File: config.mk
export PLATFORM = sky130hd
export DESIGN_NAME = rfc3339_timestamp_to_unix_ms_unit_flat
export DESIGN_NICKNAME = d
export VERILOG_FILES = /design/src/hdl/rts_pkg.sv /design/src/hdl/rts_stream_if.sv /design/src/hdl/rts_parser.sv /design/src/hdl/rts_datapath.sv /design/src/hdl/rts_ctrl.sv /design/src/hdl/rfc3339_timestamp_to_unix_ms_unit.sv /design/src/flat_wrapper.sv
export SDC_FILE = /design/constraint.sdc
export NUM_CORES = 2
export LEC_CHECK = 0
export CORE_AREA = 3 3 309 235
export CTS_CLUSTER_DIAMETER = 100
export DETAILED_ROUTE_END_ITERATION = 8
export DIE_AREA = 0 0 312 238
export DONT_BUFFER_PORTS = 1
export GPL_TIMING_DRIVEN = 0
export MAX_ROUTING_LAYER = met4
export PLACE_DENSITY_LB_ADDON = 0.2
export SYNTH_ARGS = -nofsm -noshare
export SYNTH_HDL_FRONTEND = slang
export SYNTH_HIERARCHICAL = 1
export SYNTH_SLANG_ARGS = --single-unit
File: constraint.sdc
create_clock -name i_clk -period 13 [get_ports i_clk]
set_input_delay 1.95 -clock i_clk [delete_from_list [all_inputs] [get_ports i_clk]]
set_output_delay 1.95 -clock i_clk [all_outputs]
set_load 0.005 [all_outputs]
File: src/hdl/rts_pkg.sv
package rts_pkg;

    localparam int unsigned MsWidth = 49;

    // parser phases, one-hot
    typedef enum logic [6:0] {
        PH_LEAD       = 7'b0000001,
        PH_FIXED      = 7'b0000010,
        PH_SEP        = 7'b0000100,
        PH_FRAC_FIRST = 7'b0001000,
        PH_FRAC       = 7'b0010000,
        PH_OFFSET     = 7'b0100000,
        PH_DONE       = 7'b1000000
    } t_phase;

    // conversion sequencer states, one-hot
    typedef enum logic [4:0] {
        CV_IDLE = 5'b00001,
        CV_DAYS = 5'b00010,
        CV_SECS = 5'b00100,
        CV_MS   = 5'b01000,
        CV_OUT  = 5'b10000
    } t_cv_state;

    // captured fields of one timestamp
    typedef struct packed {
        logic        good;
        logic [13:0] year;
        logic [3:0]  month;
        logic [4:0]  day;
        logic [4:0]  hour;
        logic [5:0]  minute;
        logic [5:0]  second;
        logic [9:0]  millis;
        logic        zone_neg;
        logic [4:0]  zone_hour;
        logic [5:0]  zone_minute;
    } t_fields;

    // controller to datapath commands
    typedef struct packed {
        logic load;
        logic do_days;
        logic do_secs;
        logic do_ms;
    } t_cmd;

    function automatic logic is_ws(input logic [7:0] c);
        return (c == 8'h20) || (c == 8'h09) || (c == 8'h0d) || (c == 8'h0a);
    endfunction

    function automatic logic is_digit(input logic [7:0] c);
        return (c >= 8'h30) && (c <= 8'h39);
    endfunction

endpackage

File: src/hdl/rts_stream_if.sv
interface rts_char_if;
    logic       valid;
    logic       ready;
    logic [7:0] char_byte;
    logic       last_char;
    modport source (output valid, char_byte, last_char, input ready);
    modport sink (input valid, char_byte, last_char, output ready);
endinterface

interface rts_result_if;
    logic                             valid;
    logic                             ready;
    logic                             ok;
    logic signed [rts_pkg::MsWidth-1:0] epoch_ms;
    modport source (output valid, ok, epoch_ms, input ready);
    modport sink (input valid, ok, epoch_ms, output ready);
endinterface

File: src/hdl/rts_parser.sv
// Character scanner: one character per cycle while i_take is high; the datapath captures its fields on last_char.
module rts_parser (
    input  logic                 i_clk,
    input  logic                 i_rst_n,
    input  logic                 i_take,
    input  logic [7:0]           i_char,
    input  logic                 i_last,
    output rts_pkg::t_fields     o_fields
);
    rts_pkg::t_phase r_phase, n_phase;
    logic [4:0]  r_pos, n_pos;
    logic [13:0] r_year, n_year;
    logic [6:0]  r_ylo, n_ylo;
    logic [6:0]  r_mon, n_mon, r_day, n_day, r_hr, n_hr, r_mi, n_mi, r_se, n_se;
    logic [9:0]  r_ms, n_ms;
    logic [1:0]  r_fd, n_fd;
    logic        r_neg, n_neg, r_bad, n_bad;
    logic [6:0]  r_zh, n_zh, r_zm, n_zm;
    logic [3:0]  dig;
    logic [4:0]  mdays;
    logic        leap, good;
    logic [9:0]  frac;

    assign dig = i_char[3:0];

    function automatic logic [6:0] acc7(input logic [6:0] a, input logic [3:0] d);
        return 7'(a * 7'd10 + 7'(d));
    endfunction

    // next-state scan of one character
    always_comb begin
        n_phase = r_phase; n_pos = r_pos; n_year = r_year; n_ylo = r_ylo; n_mon = r_mon;
        n_day = r_day; n_hr = r_hr; n_mi = r_mi; n_se = r_se; n_ms = r_ms; n_fd = r_fd;
        n_neg = r_neg; n_bad = r_bad; n_zh = r_zh; n_zm = r_zm;
        if (!r_bad) begin
            unique case (r_phase)
                rts_pkg::PH_LEAD, rts_pkg::PH_FIXED: begin
                    if (r_phase == rts_pkg::PH_FIXED || !rts_pkg::is_ws(i_char)) begin
                        n_phase = rts_pkg::PH_FIXED;
                        if (r_pos == 5'd4 || r_pos == 5'd7) begin
                            if (i_char != "-") n_bad = 1'b1;
                        end else if (r_pos == 5'd10) begin
                            if (i_char != "T" && i_char != "t") n_bad = 1'b1;
                        end else if (r_pos == 5'd13 || r_pos == 5'd16) begin
                            if (i_char != ":") n_bad = 1'b1;
                        end else if (!rts_pkg::is_digit(i_char)) begin
                            n_bad = 1'b1;
                        end else if (r_pos < 5'd4) begin
                            n_year = 14'(r_year * 14'd10 + 14'(dig));
                            // last two year digits, for the century test
                            if (r_pos >= 5'd2) n_ylo = acc7(r_ylo, dig);
                        end else if (r_pos < 5'd7) begin
                            n_mon = acc7(r_mon, dig);
                        end else if (r_pos < 5'd10) begin
                            n_day = acc7(r_day, dig);
                        end else if (r_pos < 5'd13) begin
                            n_hr = acc7(r_hr, dig);
                        end else if (r_pos < 5'd16) begin
                            n_mi = acc7(r_mi, dig);
                        end else begin
                            n_se = acc7(r_se, dig);
                        end
                        n_pos = r_pos + 5'd1;
                        if (r_pos == 5'd18) n_phase = rts_pkg::PH_SEP;
                    end
                end
                rts_pkg::PH_SEP, rts_pkg::PH_FRAC_FIRST, rts_pkg::PH_FRAC: begin
                    if (r_phase == rts_pkg::PH_SEP && i_char == ".") begin
                        n_phase = rts_pkg::PH_FRAC_FIRST;
                    end else if (r_phase != rts_pkg::PH_SEP && rts_pkg::is_digit(i_char)) begin
                        if (r_fd != 2'd3) begin
                            n_ms = 10'(r_ms * 10'd10 + 10'(dig));
                            n_fd = r_fd + 2'd1;
                        end
                        n_phase = rts_pkg::PH_FRAC;
                    end else if (r_phase == rts_pkg::PH_FRAC_FIRST) begin
                        n_bad = 1'b1;
                    end else if (i_char == "Z" || i_char == "z") begin
                        n_phase = rts_pkg::PH_DONE;
                    end else if (i_char == "+" || i_char == "-") begin
                        n_neg = (i_char == "-");
                        n_pos = 5'd0;
                        n_phase = rts_pkg::PH_OFFSET;
                    end else begin
                        n_bad = 1'b1;
                    end
                end
                rts_pkg::PH_OFFSET: begin
                    if (r_pos == 5'd2) begin
                        if (i_char != ":") n_bad = 1'b1;
                    end else if (!rts_pkg::is_digit(i_char)) begin
                        n_bad = 1'b1;
                    end else if (r_pos < 5'd2) begin
                        n_zh = acc7(r_zh, dig);
                    end else begin
                        n_zm = acc7(r_zm, dig);
                    end
                    n_pos = r_pos + 5'd1;
                    if (r_pos == 5'd4) n_phase = rts_pkg::PH_DONE;
                end
                rts_pkg::PH_DONE: begin
                    if (!rts_pkg::is_ws(i_char)) n_bad = 1'b1;
                end
                default: n_bad = 1'b1;
            endcase
        end
    end

    // validity of the completed text
    always_comb begin
        // century year 100*c is leap when 4 divides c, i.e. when the year's low 4 bits are zero
        leap = (n_ylo == 7'd0) ? (n_year[3:0] == 4'd0) : (n_year[1:0] == 2'd0);
        case (n_mon)
            7'd2:                         mdays = leap ? 5'd29 : 5'd28;
            7'd4, 7'd6, 7'd9, 7'd11:      mdays = 5'd30;
            default:                      mdays = 5'd31;
        endcase
        good = !n_bad && n_phase == rts_pkg::PH_DONE && n_hr <= 7'd23 && n_mi <= 7'd59 &&
               n_se <= 7'd59 && n_mon >= 7'd1 && n_mon <= 7'd12 && n_day >= 7'd1 &&
               n_day <= 7'(mdays) && n_zh <= 7'd23 && n_zm <= 7'd59;
        case (n_fd)
            2'd0:    frac = 10'd0;
            2'd1:    frac = 10'(n_ms * 10'd100);
            2'd2:    frac = 10'(n_ms * 10'd10);
            default: frac = n_ms;
        endcase
    end

    // state registers; cleared after each final character
    always_ff @(posedge i_clk) begin
        if (!i_rst_n || (i_take && i_last)) begin
            r_phase <= rts_pkg::PH_LEAD; r_pos <= '0; r_year <= '0; r_ylo <= '0;
            r_mon <= '0; r_day <= '0; r_hr <= '0; r_mi <= '0; r_se <= '0; r_ms <= '0;
            r_fd <= '0; r_neg <= 1'b0; r_bad <= 1'b0; r_zh <= '0; r_zm <= '0;
        end else if (i_take) begin
            r_phase <= n_phase; r_pos <= n_pos; r_year <= n_year; r_ylo <= n_ylo;
            r_mon <= n_mon; r_day <= n_day; r_hr <= n_hr; r_mi <= n_mi; r_se <= n_se;
            r_ms <= n_ms; r_fd <= n_fd; r_neg <= n_neg; r_bad <= n_bad; r_zh <= n_zh;
            r_zm <= n_zm;
        end
    end

    // field snapshot handed to the datapath
    always_comb begin
        o_fields.good        = good;
        o_fields.year        = n_year;
        o_fields.month       = n_mon[3:0];
        o_fields.day         = n_day[4:0];
        o_fields.hour        = n_hr[4:0];
        o_fields.minute      = n_mi[5:0];
        o_fields.second      = n_se[5:0];
        o_fields.millis      = frac;
        o_fields.zone_neg    = n_neg;
        o_fields.zone_hour   = n_zh[4:0];
        o_fields.zone_minute = n_zm[5:0];
    end
endmodule

File: src/hdl/rts_datapath.sv
// Date to epoch conversion in steps: days, seconds, milliseconds.
module rts_datapath (
    input  logic                          i_clk,
    input  rts_pkg::t_cmd                 i_cmd,
    input  rts_pkg::t_fields              i_fields,
    output logic                          o_ok,
    output logic signed [rts_pkg::MsWidth-1:0] o_epoch_ms
);
    rts_pkg::t_fields   r_f;
    logic signed [23:0] r_days;
    logic signed [38:0] r_secs;
    logic signed [rts_pkg::MsWidth-1:0] r_ms;
    logic [14:0] yy;
    logic [3:0]  mp;
    logic [8:0]  doy;
    logic [27:0] q100;
    logic [8:0]  cent;
    logic [23:0] ydays;
    logic signed [23:0] days;
    logic signed [38:0] secs, off;

    // day of year at the first of each month, year starting in March
    function automatic logic [8:0] month_start(input logic [3:0] m);
        case (m)
            4'd0:    return 9'd0;
            4'd1:    return 9'd31;
            4'd2:    return 9'd61;
            4'd3:    return 9'd92;
            4'd4:    return 9'd122;
            4'd5:    return 9'd153;
            4'd6:    return 9'd184;
            4'd7:    return 9'd214;
            4'd8:    return 9'd245;
            4'd9:    return 9'd275;
            4'd10:   return 9'd306;
            4'd11:   return 9'd337;
            default: return 9'd0;
        endcase
    endfunction

    // days from year 0 shifted, closed form on year count
    always_comb begin
        yy   = 15'(r_f.year) - ((r_f.month <= 4'd2) ? 15'd1 : 15'd0) + 15'd400;
        mp   = (r_f.month > 4'd2) ? r_f.month - 4'd3 : r_f.month + 4'd9;
        doy  = month_start(mp) + 9'(r_f.day) - 9'd1;
        // yy / 100 by reciprocal, exact for yy below 10400
        q100 = 28'(yy) * 28'd5243;
        cent = q100[27:19];
        ydays = 24'(yy) * 24'd365 + 24'(yy >> 2) - 24'(cent) + 24'(cent >> 2);
        days = $signed(ydays + 24'(doy)) - 24'sd719468 - 24'sd146097;
        secs = 39'(r_days) * 39'sd86400 + 39'(r_f.hour) * 39'sd3600 +
               39'(r_f.minute) * 39'sd60 + 39'(r_f.second);
        off  = (39'(r_f.zone_hour) * 39'sd60 + 39'(r_f.zone_minute)) * 39'sd60;
    end

    always_ff @(posedge i_clk) begin
        if (i_cmd.load)    r_f <= i_fields;
        if (i_cmd.do_days) r_days <= days;
        if (i_cmd.do_secs) r_secs <= r_f.zone_neg ? secs + off : secs - off;
        if (i_cmd.do_ms)   r_ms <= r_f.good ?
            (49'(r_secs) * 49'sd1000 + 49'(r_f.millis)) : '0;
    end

    assign o_ok       = r_f.good;
    assign o_epoch_ms = r_ms;
endmodule

File: src/hdl/rts_ctrl.sv
// Sequencer for the conversion steps and the result handshake.
module rts_ctrl (
    input  logic          i_clk,
    input  logic          i_rst_n,
    input  logic          i_final,
    input  logic          i_out_ready,
    output rts_pkg::t_cmd o_cmd,
    output logic          o_busy,
    output logic          o_out_valid
);
    rts_pkg::t_cv_state r_state, n_state;

    always_comb begin
        n_state = r_state;
        unique case (r_state)
            rts_pkg::CV_IDLE: if (i_final) n_state = rts_pkg::CV_DAYS;
            rts_pkg::CV_DAYS: n_state = rts_pkg::CV_SECS;
            rts_pkg::CV_SECS: n_state = rts_pkg::CV_MS;
            rts_pkg::CV_MS:   n_state = rts_pkg::CV_OUT;
            rts_pkg::CV_OUT:  if (i_out_ready) n_state = rts_pkg::CV_IDLE;
            default:          n_state = rts_pkg::CV_IDLE;
        endcase
    end

    always_ff @(posedge i_clk) begin
        if (!i_rst_n) r_state <= rts_pkg::CV_IDLE;
        else          r_state <= n_state;
    end

    assign o_cmd.load    = (r_state == rts_pkg::CV_IDLE) && i_final;
    assign o_cmd.do_days = (r_state == rts_pkg::CV_DAYS);
    assign o_cmd.do_secs = (r_state == rts_pkg::CV_SECS);
    assign o_cmd.do_ms   = (r_state == rts_pkg::CV_MS);
    assign o_busy        = (r_state != rts_pkg::CV_IDLE);
    assign o_out_valid   = (r_state == rts_pkg::CV_OUT);
endmodule

File: src/hdl/rfc3339_timestamp_to_unix_ms_unit.sv
// channel | dir | payload
// i_char  | in  | char_byte[7:0], last_char
// o_res   | out | ok, epoch_ms[48:0] signed
// One character per cycle while no conversion runs. After the last character
// the conversion runs its days, seconds and milliseconds multiplier steps, then
// the result waits for ready; characters are held off during that time.
// Reset is synchronous, active low; it returns the scanner to leading blanks.
module rfc3339_timestamp_to_unix_ms_unit (
    input  logic i_clk,
    input  logic i_rst_n,
    rts_char_if.sink     i_char,
    rts_result_if.source o_res
);
    rts_pkg::t_fields f;
    rts_pkg::t_cmd    cmd;
    logic busy, take;

    assign i_char.ready = !busy;
    assign take = i_char.valid && !busy;

    rts_parser u_parser (
        .i_clk(i_clk), .i_rst_n(i_rst_n), .i_take(take),
        .i_char(i_char.char_byte), .i_last(i_char.last_char), .o_fields(f)
    );
    rts_ctrl u_ctrl (
        .i_clk(i_clk), .i_rst_n(i_rst_n), .i_final(take && i_char.last_char),
        .i_out_ready(o_res.ready), .o_cmd(cmd), .o_busy(busy), .o_out_valid(o_res.valid)
    );
    rts_datapath u_dp (
        .i_clk(i_clk), .i_cmd(cmd), .i_fields(f),
        .o_ok(o_res.ok), .o_epoch_ms(o_res.epoch_ms)
    );
endmodule

File: src/flat_wrapper.sv
// flat-port wrapper written by rule: the top's interface ports become plain ports
module rfc3339_timestamp_to_unix_ms_unit_flat 
  (i_clk, i_rst_n, i_char_valid, i_char_char_byte, i_char_last_char, i_char_ready, o_res_valid, o_res_ok, o_res_epoch_ms, o_res_ready);
  rts_char_if i_char_i ();
  rts_result_if o_res_i ();
  input  logic i_clk;
  input  logic i_rst_n;
  input wire logic [$bits(i_char_i.valid)-1:0] i_char_valid;
  input wire logic [$bits(i_char_i.char_byte)-1:0] i_char_char_byte;
  input wire logic [$bits(i_char_i.last_char)-1:0] i_char_last_char;
  output wire logic [$bits(i_char_i.ready)-1:0] i_char_ready;
  output wire logic [$bits(o_res_i.valid)-1:0] o_res_valid;
  output wire logic [$bits(o_res_i.ok)-1:0] o_res_ok;
  output wire logic [$bits(o_res_i.epoch_ms)-1:0] o_res_epoch_ms;
  input wire logic [$bits(o_res_i.ready)-1:0] o_res_ready;
  assign i_char_i.valid = i_char_valid;
  assign i_char_i.char_byte = i_char_char_byte;
  assign i_char_i.last_char = i_char_last_char;
  assign i_char_ready = i_char_i.ready;
  assign o_res_valid = o_res_i.valid;
  assign o_res_ok = o_res_i.ok;
  assign o_res_epoch_ms = o_res_i.epoch_ms;
  assign o_res_i.ready = o_res_ready;
  rfc3339_timestamp_to_unix_ms_unit u_core (.i_clk(i_clk), .i_rst_n(i_rst_n), .i_char(i_char_i), .o_res(o_res_i));
endmodule
==> results.md <==
- First-pass detailed-route iteration total: 5
- Core box area: 69,800 µm²
- H-tree depth: 2
- Clock Latency Late Sink: 0.57 ns
- Most common flop cell mapped by yosys: edfxtp_1
- CTS tree: yes
- CP Launch Type: flip-flop
- Pin count of the biggest net entering global routing: 43
- GR Util met2: 38.9%
- Register-to-register setup slack: 0.27 ns
- Vias in the first global route: 30,808
- Met3 Usage GRT: 3.35%
- Synth-to-Final Area Change: 7.86%
- Fraction of registers with async set or reset after synthesis: 0%
- Actual slew at the worst max-slew pin: 1.31 ns
- Top cells by count, synth: 760 x inv_1, 656 x ha_1, 449 x fa_1
- Synth area leaders: fa_1 21%, ha_1 19%, edfxtp_1 12%
- CP peak stage delay: 0.56 ns
- Synth area leader: fa_1
- Remaining DRCs: 0
- Post-synth EDFFs: 175
- DRT iter0 DRCs: 1,985
- Synth top area share: 21.1%
- Total gr overflow: 0
- Mapped cell area: 42,500 µm²
- Layout Skew: 0.0378 ns
- First-pass GRT wire length: 156,000 µm
- Critical Path Slowest Stage Cell: or4_4
- Met1 Use GR: 38.3%
- R2r endpoint: u_core/u_dp/r_days[22]$_DFFE_PP_
- Ys Warns: 6
- CTS Root Cell: clkbuf_16
- Post-synth net total: 5,657
- Setup violations, final: 0
- CP dominant cell by count: fa_1
- Count of different cell masters after synthesis: 105
- Max Cap Viol: 0
- Fillcell total: 5,743
- Final hold violations: 0
- Die ar.: 74,300 µm²
- Layout cell share with drive strength beyond 1: 6.69%
- Via-to-Cell Ratio: 5.65
- Post-Syn Area per Cell: 9.37 µm²
- Worst Path Arrival: 13.01 ns
- Initial Util: 60.9%
- Crit share post-route: 97.9%
- Final HPWL DP: 76,900 µm
- Count leader, synth: inv_1
- # rows: 84
- Clock transition at the registers of the reported paths: 0.06 ns
- Status: finished clean
- Clk sinks: 276
- Die Wd: 312 µm
- Worst min path class: reg -> reg
- Gpl congestion: 0.926
- Worst r2r path cells: 50
- Required @ worst endpoint: 13.28 ns
- Setup CP Type: reg -> reg
- Num ports: 65
- Fin crit period: 12.73 ns
- Cts-stage hold buffer count: 0
- Die Y: 238 µm
- Pre-CTS WS: -1.76 ns
- Post-synthesis cell count: 4,539
- Crit. End Element: flip-flop
- Total length of routed wires: 94,100 µm
- Via count: 31,630
- ANT nets after route: 0
- GR peak layer: met2
- Final setup margin: 0.273 ns
- Critical Path Source: u_core/u_dp/r_f[44]$_DFFE_PP_
- Total CTS buffers: 36
- WL/cell: 16.8 µm
- Nets: 5,742
- Worst slew margin: 12.1%
- Critical-path maximum fanout: 7
- Crit path capture: u_core/u_dp/r_days[22]$_DFFE_PP_
- Input/output buffers: 0
- Clk buf depth: 3
- Seq cells post-synth: 276
- Worst R2R Start: u_core/u_dp/r_f[44]$_DFFE_PP_
- Initial antenna violation count: 0
- Highest Clock Rate: 0.0786 GHz
- Sequential share of the synthesized area: 17.1%
- All-Layer GR Usage: 26.1%
- Pins over their slew limit: 0
## metal layers
| metal | up-vias | part of all wire, % |
|---|---|---|
| li1 | 15612 | - |
| met1 | 15281 | 50 |
| met2 | 621 | 44 |
| met3 | 116 | 4.6 |
| met4 | 0 | 1.8 |
| met5 | - | 0 |
## layout make-up
class | instances | area (µm²) | share of cell area, %
multi-input cells | 3379 | 32300 | 70.4
flip-flops and latches | 276 | 7280 | 15.9
inverters | 761 | 2860 | 6.24
well taps | 946 | 1180 | 2.58
clock buffers | 42 | 976 | 2.13
plain buffers | 123 | 644 | 1.41
repair buffers | 47 | 395 | 0.862
clock inverters | 24 | 254 | 0.554
diodes | 1 | 2.50 | 0.00546
## critical path, delay by kind of cell, from the launching register on
family          cells  cell delay, ns
simple gates        7            1.36
compound gates     17            3.73
buf+inv             8            0.59
flops               1            0.42
fa+ha+maj          15            5.53
xor+xnor            3            0.78
## placed cells by master, fill, tap and decap left out, types with 11 or more instances in the layout
cell       instances
a211oi_1          43
a21boi_0          14
a21o_1            84
a21oi_1          240
a31oi_1           18
a41oi_1           16
and2_1            24
and3_1            31
buf_4             78
clkbuf_1          73
clkbuf_16         38
dfxtp_1          101
edfxtp_1         175
fa_1             444
ha_1             646
inv_1            750
mux2_2            16
mux2i_1           56
nand2_1          211
nand2b_1          39
nand3_1           65
nand3b_1          12
nand4_1           30
nor2_1           296
nor2b_1           36
nor3_1            86
nor3b_1           19
nor4_1            27
o211ai_1          32
o21a_1            31
o21ai_0          151
o21ai_1           11
o21bai_1          42
or2_2             16
or3_1             21
xnor2_1          235
xor2_1           107
## flip-flops by register name (all words and copies together), names as in the netlist, 2 cells and up
| register | cells |
|---|---|
| u_core/u_dp/r_f | 62 |
| u_core/u_dp/o_epoch_ms | 49 |
| u_core/u_dp/r_secs | 39 |
| u_core/u_dp/r_days | 24 |
| u_core/u_parser/r_year | 14 |
| u_core/u_parser/r_ms | 10 |
| u_core/u_parser/r_day | 7 |
| u_core/u_parser/r_hr | 7 |
| u_core/u_parser/r_mi | 7 |
| u_core/u_parser/r_mon | 7 |
| u_core/u_parser/r_phase | 7 |
| u_core/u_parser/r_se | 7 |
| u_core/u_parser/r_ylo | 7 |
| u_core/u_parser/r_zh | 7 |
| u_core/u_parser/r_zm | 7 |
| u_core/u_ctrl/r_state | 5 |
| u_core/u_parser/r_pos | 5 |
| u_core/u_parser/r_fd | 2 |
## worst min-delay path by stage
stage / start / end / slack, ns / depth (start not counted)
after floorplan: u_core/u_dp/r_f[22]$_DFFE_PP_ / u_core/u_dp/r_secs[0]$_DFFE_PP_ / 0.40 / 0
after global placement: u_core/u_dp/r_f[23]$_DFFE_PP_ / u_core/u_dp/r_secs[1]$_DFFE_PP_ / 0.40 / 0
after detailed placement: u_core/u_dp/r_f[22]$_DFFE_PP_ / u_core/u_dp/r_secs[0]$_DFFE_PP_ / 0.41 / 0
after CTS: u_core/u_dp/r_f[22]$_DFFE_PP_ / u_core/u_dp/r_secs[0]$_DFFE_PP_ / 0.43 / 0
after global routing: u_core/u_dp/r_f[23]$_DFFE_PP_ / u_core/u_dp/r_secs[1]$_DFFE_PP_ / 0.45 / 0
final: u_core/u_dp/r_f[23]$_DFFE_PP_ / u_core/u_dp/r_secs[1]$_DFFE_PP_ / 0.43 / 0
## per-stage QoR
step | utilization (%) | instance area, µm² | hold slack, ns | instances | TNS (ns)
finish | 65.7 | 45800 | 0.425 | 5599 | 0
global route | 65.7 | 45800 | 0.446 | 5598 | -0.677
CTS | 65.0 | 45400 | 0.430 | 5571 | 0
detailed placement | 62.8 | 43800 | 0.414 | 5494 | -13.90
global placement | 62.6 | 43700 | 0.403 | 5485 | -11.54
floorplan | - | 42500 | 0.400 | 4539 | 0
## what timing repair did
action / 4_1_cts / 5_1_grt
pin swaps: 12 / 55
resized for setup: 47 / 53
setup buffers: 11 / 26
endpoints found under the hold margin: 0 / 0
setup endpoints to repair: 15 / 11
## cell families (layout without fill, tap and decap cells)
kind of cell | count (synthesis) | count (layout) | synth area share (%)
multiplexers | 72 | 72 | 1.74
AND/OR/NAND/NOR | 997 | 997 | 11.9
adder cells (fa/ha/maj) | 1106 | 1106 | 40.5
buffers and inverters | 884 | 997 | 8.24
flip-flops | 276 | 276 | 17.1
AO/OA/AOI/OAI | 843 | 843 | 12.9
XOR/XNOR | 361 | 361 | 7.57
other | 0 | 1 | 0
Power is not shown: default switching activity piles up to over one toggle a cycle in this logic, so the estimate is an artifact.
